`config.mk`:
```
export PLATFORM = sky130hd
export DESIGN_NAME = utf8_stream_decoder
export DESIGN_NICKNAME = d
export VERILOG_FILES = /design/src/hw/rtl/u8d_pkg.sv /design/src/hw/rtl/utf8_stream_decoder.sv /design/src/hw/rtl/u8d_fifo.sv /design/src/hw/rtl/u8d_front.sv /design/src/hw/rtl/u8d_back.sv
export SDC_FILE = /design/constraint.sdc
export NUM_CORES = 1
export LEC_CHECK = 0
export ABC_CLOCK_PERIOD_IN_PS = 6000
export BUFFER_PORTS_ARGS = -buffer_cell sky130_fd_sc_hd__buf_2
export CELL_PAD_IN_SITES_DETAIL_PLACEMENT = 1
export CELL_PAD_IN_SITES_GLOBAL_PLACEMENT = 2
export CORE_ASPECT_RATIO = 0.75
export CORE_MARGIN = 10
export CORE_UTILIZATION = 42
export DETAILED_ROUTE_END_ITERATION = 6
export PLACE_DENSITY_LB_ADDON = 0.1
export SYNTH_ARGS = -nofsm -noshare
export SYNTH_HDL_FRONTEND = slang
export SYNTH_HIERARCHICAL = 1
export SYNTH_SLANG_ARGS = --single-unit
```
`constraint.sdc`:
```
create_clock -name clk -period 6 [get_ports clk]
set_input_delay 0.3 -clock clk [delete_from_list [all_inputs] [get_ports clk]]
set_output_delay 0.3 -clock clk [all_outputs]
set_load 0.005 [all_outputs]
```
`src/hw/rtl/u8d_pkg.sv`:
```
package u8d_pkg;

	// Field widths of the input item and the result item
	localparam int unsigned BYTE_W = 8;
	localparam int unsigned CP_W   = 21;
	localparam int unsigned LEN_W  = 3;
	localparam int unsigned REM_W  = 2;
	localparam int unsigned PART_W = 15;
	localparam int unsigned PAY_W  = 7;

	// Default queue depths
	localparam int unsigned QUEUE_DEPTH_DEF  = 4;
	localparam int unsigned RESULT_DEPTH_DEF = 4;

	// Byte class codes, set by the front end
	localparam logic [1:0] KIND_ASCII = 2'd0;
	localparam logic [1:0] KIND_LEAD  = 2'd1;
	localparam logic [1:0] KIND_CONT  = 2'd2;
	localparam logic [1:0] KIND_BAD   = 2'd3;

	// Masks and patterns for the byte classes
	localparam logic [7:0] ASCII_MAX  = 8'h7F;
	localparam logic [7:0] CONT_MASK  = 8'hC0;
	localparam logic [7:0] CONT_PAT   = 8'h80;
	localparam logic [7:0] LEAD2_MASK = 8'hE0;
	localparam logic [7:0] LEAD2_PAT  = 8'hC0;
	localparam logic [7:0] LEAD3_MASK = 8'hF0;
	localparam logic [7:0] LEAD3_PAT  = 8'hE0;
	localparam logic [7:0] LEAD4_MASK = 8'hF8;
	localparam logic [7:0] LEAD4_PAT  = 8'hF0;
	localparam logic [7:0] CONT_BITS  = 8'h3F;
	localparam logic [7:0] LEAD2_BITS = 8'h1F;
	localparam logic [7:0] LEAD3_BITS = 8'h0F;
	localparam logic [7:0] LEAD4_BITS = 8'h07;

	typedef struct packed {
		logic [BYTE_W-1:0] byte_in;
		logic              end_of_text;
	} in_item_t;

	typedef struct packed {
		logic [CP_W-1:0]  code_point;
		logic [LEN_W-1:0] seq_length;
		logic             error;
	} out_item_t;

	// Classified byte travelling from the front end to the back end
	typedef struct packed {
		logic [1:0]       kind;
		logic [REM_W-1:0] lead_len;   // continuation bytes a lead opens
		logic [PAY_W-1:0] payload;    // code point bits carried by the byte
		logic             last;
	} cls_t;

endpackage

```
`src/hw/rtl/utf8_stream_decoder.sv`:
```
// Channel   Ports                    Transfer when
// ------    -----------------------  -----------------------
// bytes     push, full, item         push high, full low
// results   empty, pop, result       pop high, empty low
//
// One byte is taken per cycle while full is low; the back end retires one classified
// byte per cycle from the byte queue while the result queue has room.
// A result reaches the result ports once the byte that completes or breaks a sequence
// has passed the front stage register, the byte queue and the result queue.
// Reset (arst_n low) empties both queues and returns the decoder to idle at once.
// A stalled result side fills the result queue, then the byte queue, then raises full.
module utf8_stream_decoder #(
	parameter int unsigned QUEUE_DEPTH  = u8d_pkg::QUEUE_DEPTH_DEF,
	parameter int unsigned RESULT_DEPTH = u8d_pkg::RESULT_DEPTH_DEF
) (
	input  logic               clk,
	input  logic               arst_n,
	input  logic               push,
	output logic               full,
	input  u8d_pkg::in_item_t  item,
	output logic               empty,
	input  logic               pop,
	output u8d_pkg::out_item_t result
);

	import u8d_pkg::*;

	logic      q_push;
	logic      q_full;
	logic      q_pop;
	logic      q_empty;
	cls_t      q_wdata;
	cls_t      q_rdata;
	logic      res_push;
	logic      res_full;
	out_item_t res_wdata;

	// Classifier front end
	u8d_front u_front (
		.clk    (clk),
		.arst_n (arst_n),
		.push   (push),
		.item   (item),
		.full   (full),
		.q_push (q_push),
		.q_data (q_wdata),
		.q_full (q_full)
	);

	// Queue of classified bytes
	u8d_fifo #(
		.DEPTH (QUEUE_DEPTH),
		.T     (cls_t)
	) u_byte_q (
		.clk    (clk),
		.arst_n (arst_n),
		.push   (q_push),
		.wdata  (q_wdata),
		.full   (q_full),
		.pop    (q_pop),
		.rdata  (q_rdata),
		.empty  (q_empty)
	);

	// Sequence decoder back end
	u8d_back u_back (
		.clk      (clk),
		.arst_n   (arst_n),
		.q_empty  (q_empty),
		.q_data   (q_rdata),
		.q_pop    (q_pop),
		.res_full (res_full),
		.res_push (res_push),
		.res      (res_wdata)
	);

	// Result queue facing the consumer
	u8d_fifo #(
		.DEPTH (RESULT_DEPTH),
		.T     (out_item_t)
	) u_res_q (
		.clk    (clk),
		.arst_n (arst_n),
		.push   (res_push),
		.wdata  (res_wdata),
		.full   (res_full),
		.pop    (pop),
		.rdata  (result),
		.empty  (empty)
	);

endmodule

```
`src/hw/rtl/u8d_fifo.sv`:
```
module u8d_fifo #(
	parameter int unsigned DEPTH = 4,
	parameter type         T     = logic [7:0]
) (
	input  logic clk,
	input  logic arst_n,
	input  logic push,
	input  T     wdata,
	output logic full,
	input  logic pop,
	output T     rdata,
	output logic empty
);

	localparam int unsigned AW = (DEPTH > 1) ? $clog2(DEPTH) : 1;
	localparam int unsigned CW = $clog2(DEPTH + 1);

	T                mem_q [DEPTH];
	logic [AW-1:0]   wr_ptr_q;
	logic [AW-1:0]   rd_ptr_q;
	logic [CW-1:0]   count_q;
	logic            do_push;
	logic            do_pop;

	assign full    = (count_q == CW'(DEPTH));
	assign empty   = (count_q == '0);
	assign do_push = push && !full;
	assign do_pop  = pop && !empty;
	assign rdata   = mem_q[rd_ptr_q];

	// Storage, written on a push transfer
	always_ff @(posedge clk) begin
		if (do_push) begin
			mem_q[wr_ptr_q] <= wdata;
		end
	end

	// Pointers and fill count
	always_ff @(posedge clk or negedge arst_n) begin
		if (!arst_n) begin
			wr_ptr_q <= '0;
			rd_ptr_q <= '0;
			count_q  <= '0;
		end else begin
			if (do_push) begin
				wr_ptr_q <= (wr_ptr_q == AW'(DEPTH - 1)) ? '0 : wr_ptr_q + 1'b1;
			end
			if (do_pop) begin
				rd_ptr_q <= (rd_ptr_q == AW'(DEPTH - 1)) ? '0 : rd_ptr_q + 1'b1;
			end
			if (do_push && !do_pop) begin
				count_q <= count_q + 1'b1;
			end else if (do_pop && !do_push) begin
				count_q <= count_q - 1'b1;
			end
		end
	end

	a_count_bound: assert property (@(posedge clk) disable iff (!arst_n)
		count_q <= CW'(DEPTH))
		else $error("fifo count above depth");

	a_ptr_gap: assert property (@(posedge clk) disable iff (!arst_n)
		(count_q == '0) |-> (wr_ptr_q == rd_ptr_q))
		else $error("fifo empty with pointers apart");

	a_count_step: assert property (@(posedge clk) disable iff (!arst_n)
		(do_push && !do_pop) |=> (count_q == $past(count_q) + 1'b1))
		else $error("fifo count missed a push");

endmodule

```
`src/hw/rtl/u8d_front.sv`:
```
module u8d_front (
	input  logic              clk,
	input  logic              arst_n,
	input  logic              push,
	input  u8d_pkg::in_item_t item,
	output logic              full,
	output logic              q_push,
	output u8d_pkg::cls_t     q_data,
	input  logic              q_full
);

	import u8d_pkg::*;

	logic valid_s1;
	cls_t cls_s1;
	cls_t cls_d;
	logic take;
	logic move;

	// Stage holds one classified byte until the queue takes it
	assign move   = valid_s1 && !q_full;
	assign full   = valid_s1 && q_full;
	assign take   = push && !full;
	assign q_push = valid_s1;
	assign q_data = cls_s1;

	// Classify the byte and extract its payload bits
	always_comb begin
		cls_d.last     = item.end_of_text;
		cls_d.lead_len = '0;
		cls_d.payload  = '0;
		if (item.byte_in <= ASCII_MAX) begin
			cls_d.kind    = KIND_ASCII;
			cls_d.payload = item.byte_in[PAY_W-1:0];
		end else if ((item.byte_in & CONT_MASK) == CONT_PAT) begin
			cls_d.kind    = KIND_CONT;
			cls_d.payload = PAY_W'(item.byte_in & CONT_BITS);
		end else if ((item.byte_in & LEAD2_MASK) == LEAD2_PAT) begin
			cls_d.kind     = KIND_LEAD;
			cls_d.lead_len = REM_W'(1);
			cls_d.payload  = PAY_W'(item.byte_in & LEAD2_BITS);
		end else if ((item.byte_in & LEAD3_MASK) == LEAD3_PAT) begin
			cls_d.kind     = KIND_LEAD;
			cls_d.lead_len = REM_W'(2);
			cls_d.payload  = PAY_W'(item.byte_in & LEAD3_BITS);
		end else if ((item.byte_in & LEAD4_MASK) == LEAD4_PAT) begin
			cls_d.kind     = KIND_LEAD;
			cls_d.lead_len = REM_W'(3);
			cls_d.payload  = PAY_W'(item.byte_in & LEAD4_BITS);
		end else begin
			cls_d.kind = KIND_BAD;
		end
	end

	always_ff @(posedge clk) begin
		if (take) begin
			cls_s1 <= cls_d;
		end
	end

	always_ff @(posedge clk or negedge arst_n) begin
		if (!arst_n) begin
			valid_s1 <= 1'b0;
		end else if (take) begin
			valid_s1 <= 1'b1;
		end else if (move) begin
			valid_s1 <= 1'b0;
		end
	end

	a_hold_stalled: assert property (@(posedge clk) disable iff (!arst_n)
		(valid_s1 && q_full) |=> (valid_s1 && $stable(cls_s1)))
		else $error("front stage lost a stalled byte");

	a_lead_len: assert property (@(posedge clk) disable iff (!arst_n)
		(valid_s1 && cls_s1.kind == KIND_LEAD) |-> (cls_s1.lead_len != '0))
		else $error("lead byte without continuation count");

	a_take_moves: assert property (@(posedge clk) disable iff (!arst_n)
		take |=> valid_s1)
		else $error("accepted byte not in front stage");

endmodule

```
`src/hw/rtl/u8d_back.sv`:
```
module u8d_back (
	input  logic               clk,
	input  logic               arst_n,
	input  logic               q_empty,
	input  u8d_pkg::cls_t      q_data,
	output logic               q_pop,
	input  logic               res_full,
	output logic               res_push,
	output u8d_pkg::out_item_t res
);

	import u8d_pkg::*;

	logic [REM_W-1:0]  rem_q;
	logic [PART_W-1:0] partial_q;
	logic [LEN_W-1:0]  total_q;
	logic [REM_W-1:0]  rem_d;
	logic [PART_W-1:0] partial_d;
	logic [LEN_W-1:0]  total_d;
	logic [CP_W-1:0]   value;
	logic [REM_W-1:0]  rem_dec;

	// One classified byte per cycle while there is room for a result
	assign q_pop   = !q_empty && !res_full;
	assign value   = {partial_q, q_data.payload[5:0]};
	assign rem_dec = rem_q - 1'b1;

	// Sequence state update and result generation
	always_comb begin
		rem_d     = rem_q;
		partial_d = partial_q;
		total_d   = total_q;
		res_push  = 1'b0;
		res       = '0;
		if (q_pop) begin
			if (rem_q == '0) begin
				unique case (q_data.kind)
					KIND_ASCII: begin
						res_push       = 1'b1;
						res.code_point = CP_W'(q_data.payload);
						res.seq_length = LEN_W'(1);
					end
					KIND_LEAD: begin
						if (q_data.last) begin
							res_push  = 1'b1;
							res.error = 1'b1;
						end else begin
							rem_d     = q_data.lead_len;
							total_d   = LEN_W'(q_data.lead_len) + 1'b1;
							partial_d = PART_W'(q_data.payload);
						end
					end
					default: begin
						res_push  = 1'b1;
						res.error = 1'b1;
					end
				endcase
			end else if (q_data.kind != KIND_CONT) begin
				// expected a continuation: drop the byte and go idle
				res_push  = 1'b1;
				res.error = 1'b1;
				rem_d     = '0;
				partial_d = '0;
				total_d   = '0;
			end else if (rem_dec == '0) begin
				res_push       = 1'b1;
				res.code_point = value;
				res.seq_length = total_q;
				rem_d          = '0;
				partial_d      = '0;
				total_d        = '0;
			end else if (q_data.last) begin
				// string ends mid-sequence
				res_push  = 1'b1;
				res.error = 1'b1;
				rem_d     = '0;
				partial_d = '0;
				total_d   = '0;
			end else begin
				rem_d     = rem_dec;
				partial_d = value[PART_W-1:0];
			end
		end
	end

	always_ff @(posedge clk or negedge arst_n) begin
		if (!arst_n) begin
			rem_q     <= '0;
			partial_q <= '0;
			total_q   <= '0;
		end else begin
			rem_q     <= rem_d;
			partial_q <= partial_d;
			total_q   <= total_d;
		end
	end

	a_idle_clear: assert property (@(posedge clk) disable iff (!arst_n)
		(rem_q == '0) |-> (total_q == '0 && partial_q == '0))
		else $error("idle with sequence state left over");

	a_len_consistent: assert property (@(posedge clk) disable iff (!arst_n)
		(rem_q != '0) |-> (total_q > LEN_W'(rem_q) && total_q <= LEN_W'(4)))
		else $error("sequence length and count disagree");

	a_no_overflow: assert property (@(posedge clk) disable iff (!arst_n)
		res_push |-> !res_full)
		else $error("result pushed into a full queue");

	a_error_zero: assert property (@(posedge clk) disable iff (!arst_n)
		(res_push && res.error) |-> (res.code_point == '0 && res.seq_length == '0))
		else $error("error result carries a value");

	a_only_on_pop: assert property (@(posedge clk) disable iff (!arst_n)
		res_push |-> q_pop)
		else $error("result without a consumed byte");

endmodule

```
==> flow_results.org <==
** CTS
- After clock tree synthesis, the clock-pin slew on the worst setup and hold paths is ~70 ps.
- TritonCTS built the clock tree.
- CTS placed an instance of clkbuf_16 at the clock tree root.
- In this run the deepest clock path goes through 2 buffers.
- Clock sink total :: ~200
- For the worst-skew pair, the clock arrives at the later sink with an insertion delay of between 400 and 500 ps.
- Counting the buffers created by CTS gives 17.
- Depth of the CTS H-tree :: 4

** Critical path
- Launch point of the worst path :: u_byte_q/rd_ptr_q[0]
- Startpoint of the worst-slack reg-to-reg timing path :: u_byte_q/rd_ptr_q[0]
- At the worst endpoint, the required time is between 6000 and 7000 ps.
- Crit-path cells :: mux4_2, nor4b_1, a21oi_1, o21a_1, nor2b_4, ha_1, inv_1, fa_1, xor2_1, nor2_1, xor2_1
- CP max FO :: 15
- Critical path type :: flop to flop
- Counting both buffers and inverters, the worst setup path holds a total of 1.
- STA classifies the critical path endpoint as a flop.
- STA classifies the critical path startpoint as a flop.
- CP Depth :: 11
- Among all stages on the critical path, the largest delay is contributed by dfrtp_1.
- Cell occurring most often along the worst timing path :: xor2_1
- Delay-heaviest family, CP :: flip-flops
- For this run, the slowest stage of the critical path takes approximately 900 ps.
- Data on the critical path arrives at its endpoint at 3880 ps.
- For the worst flop-to-flop path, the logic depth is 11.

** Place
- Buffers placed on the I/O ports in this run total 39.
- HPWL after DPL :: ~10 mm
- DP Area :: 8529 µm²
- Global placement routability congestion :: between 0.7 and 0.8
- Placed Cells incl. Taps :: 713
- Dpl ws :: roughly 2400 ps

** Finish
- Post-route non-filler standard cell count :: 746
- The final layout contains about 520 nets.
- Of the cells placed in the final design, the portion with a size suffix greater than 1 is between 20 and 30%.
- The finished cells cover between 9000 and 10,000 µm².
- Antenna cell count :: 0
- Across the whole layout, storage elements account for ~5700 µm².
- Fillers :: around 1.7k
- Multi-input gate area :: around 2200 µm²
- Relative to the synthesized area, the layout overhead comes to 12.63%.

** Floorplan
- Number of rows in the core area :: between 40 and 50
- Starting utilization of the core area :: a little over two fifths
- Die H :: ~140 µm
- Die area :: 25,320 µm²
- Core Box Area :: about 19,000 µm²
- Measured along the x axis, the die boundary spans ~180 µm.
- IO Count :: 40

** Routing
- DR vias/cell :: approximately 5.2
- Before antenna repair, the detailed router went through 4 iterations.
- Residual DRC count :: 0
- Number of vias in the routed layout :: roughly 3.9k
- Wire length after detailed routing :: 14.73 mm
- Antenna-violating nets left :: 0
- The detailed router finished its first iteration with approximately 220 violations.
- Routed wire per std cell :: between 15 and 20 µm

** Power
- Static leakage :: approximately 3.3 nW
- The completed layout was analyzed and its total power is between 5 and 6 mW.
- Worst IR drop on VDD :: between 0.0002 and 0.0003 V
- Total power per unit cell area :: approximately 570 nW/µm²

** Timing
- After layout, the minimum clock period comes to ~3500 ps.
- Setup_tns :: 0 ps
- The worst path meets setup with between 2000 and 2500 ps of slack.
- For the pin with the worst max-slew slack, the measured transition is between 1000 and 1500 ps.
- Slew Limit Headroom :: about a fifth
- Worst setup skew after layout :: ~11 ps
- Unrepaired setup endpoints after global routing :: false
- Count of final hold-check violations :: 0
- In the finished design, the share of the clock period the worst path needs comes to approximately three fifths.
- Setup violations remaining at the end of the flow were counted as 0.
- Achievable clock frequency :: approximately 0.28 GHz
- The count of pins over their slew limit is 0.

** Logic synthesis
- In this run the biggest area consumer among cell types represents about three fifths of the synthesized area.
- In this run, synthesis inferred 160 flip-flops with an integrated enable.
- By instance count, the leading cell after synthesis is edfxtp_1.
- Gate count after technology mapping :: ~440
- The average instance in the mapped netlist occupies around 18 µm².
- Synthesis Warnings :: 6
- Sequential-to-total area share from yosys stat :: between 70% and 80%
- Distinct cell type count after synthesis :: between 50 and 60
- The mapped netlist covers between 8000 and 9000 µm².
- For this run, the leading register cell type out of synthesis is edfxtp_1.
- Syn Nets :: 471
- Ranked by total cell area, the synthesized netlist is headed by edfxtp_1 (59%), dfrtp_1 (11%), mux4_2 (10%).
- The biggest area contributor in the post-synthesis netlist is edfxtp_1.
- FF+latch count, synth :: about 200
- For this run, asynchronously set or reset flops after synthesis account for 17.95%.
- By count the netlist is led by edfxtp_1 (160), mux4_2 (37), dfrtp_1 (35).

** Global route
- The total overflow left after global routing is 0.
- Entering global routing, the biggest net connects 36 pins.
- Number of antenna violations at the first check in global routing :: 0
- The via count of the first global-routing pass came to between 4k and 5k.
- All-Layer GR Usage :: about 12%
- The first global-routing pass estimated approximately 24 mm of wire.

** Hold path
- The startpoint identified for the worst hold timing path is item[0].
- The path class of the tightest hold or removal check is primary input to flop.
- Along the worst hold path, the cell count comes to 1.

** Job
- The tool flagged a number of max-cap violations equal to 0.

** Run status
- Result of the run :: finished clean
[per-layer routing]
layer	vias to the layer above	GRT usage, %	wire length [µm]
li1	1790	-	-
met4	0	4.005	182
met2	61	18.40	6748
met1	2013	16.52	7241
met5	-	0	0
met3	18	3.295	560
[sequential cells by signal, indices dropped and copies added (netlist names)]
| signal | flops |
|---|---|
| u_byte_q/rd_ptr_q | 2 |
| u_res_q/count_q | 3 |
| u_front/q_data | 12 |
| u_byte_q/count_q | 3 |
| u_byte_q/mem_q | 48 |
| u_back/rem_q | 2 |
| u_res_q/rd_ptr_q | 2 |
| u_res_q/mem_q | 100 |
| u_byte_q/wr_ptr_q | 2 |
| u_back/total_q | 3 |
| u_back/partial_q | 15 |
| u_res_q/wr_ptr_q | 2 |
| u_front/q_push | 1 |
[what timing repair did]
item,CTS,global route
setup buffers,0,0
hold buffers,1,0
gates resized for setup,0,0
hold endpoints to repair,5,0
[path summary, 6_finish.rpt]
kind | slack [ps] | endpoint
setup / recovery | 2480 | u_res_q/count_q[2]
hold / removal | 40 | u_front/q_data[0]
setup reg to reg | 2480 | u_res_q/count_q[2]
hold reg to reg | 500 | u_back/total_q[2]
max in group asynchronous | 4900 | u_res_q/rd_ptr_q[0]
min in group asynchronous | 520 | u_res_q/rd_ptr_q[0]
[cell families after synthesis]
group | Yosys count | synth area share [%]
flip-flops | 195 | 70.07
AND/OR/NAND/NOR | 83 | 7.254
multiplexers | 54 | 12.73
buffers and inverters | 42 | 2.732
AO/OA/AOI/OAI | 40 | 3.442
adder cells (fa/ha/maj) | 19 | 3.118
XOR/XNOR | 6 | 0.6482
[report_power, final]
group	internal (mW)	leakage (nW)	switching [mW]	total, mW
clock	0.593	0.287	0.527	1.12
sequential	2.05	1.95	0.273	2.32
combinational	0.824	1.06	0.926	1.75
[worst reg2reg max path, stage by stage, from the launching register on]
cell and delay (ps):
dfrtp_1 910, mux4_2 750, nor4b_1 200, a21oi_1 150
o21a_1 150, nor2b_4 220, ha_1 220, inv_1 60
fa_1 370, xor2_1 170, nor2_1 120, xor2_1 150
[area by class of cell]
type	count	area share, %
flip-flops and latches	195	62.23
multi-input cells	202	24.23
clock buffers	18	4.701
well taps	247	3.385
repair buffers	45	2.659
clock inverters	14	1.768
inverters	25	1.028
[per-stage QoR]
step	utilization, %	hold WS (ps)
after CTS	48.76	24.07
after global placement	45.56	448.8
after global routing	48.76	21.13
final	48.76	41.45
after floorplan	-	4.409
after detailed placement	45.56	465.6
[placed cells by master (no fill, tap or decap), drive strengths merged, types with 8 or more instances in the layout]
master  count
edfxtp    160
buf        44
mux4       37
dfrtp      35
and2       31
inv        31
clkbuf     18
ha         17
o21ai      14
mux2       11
nand4       8
No activity file was read; power rests on OpenSTA's default activity.
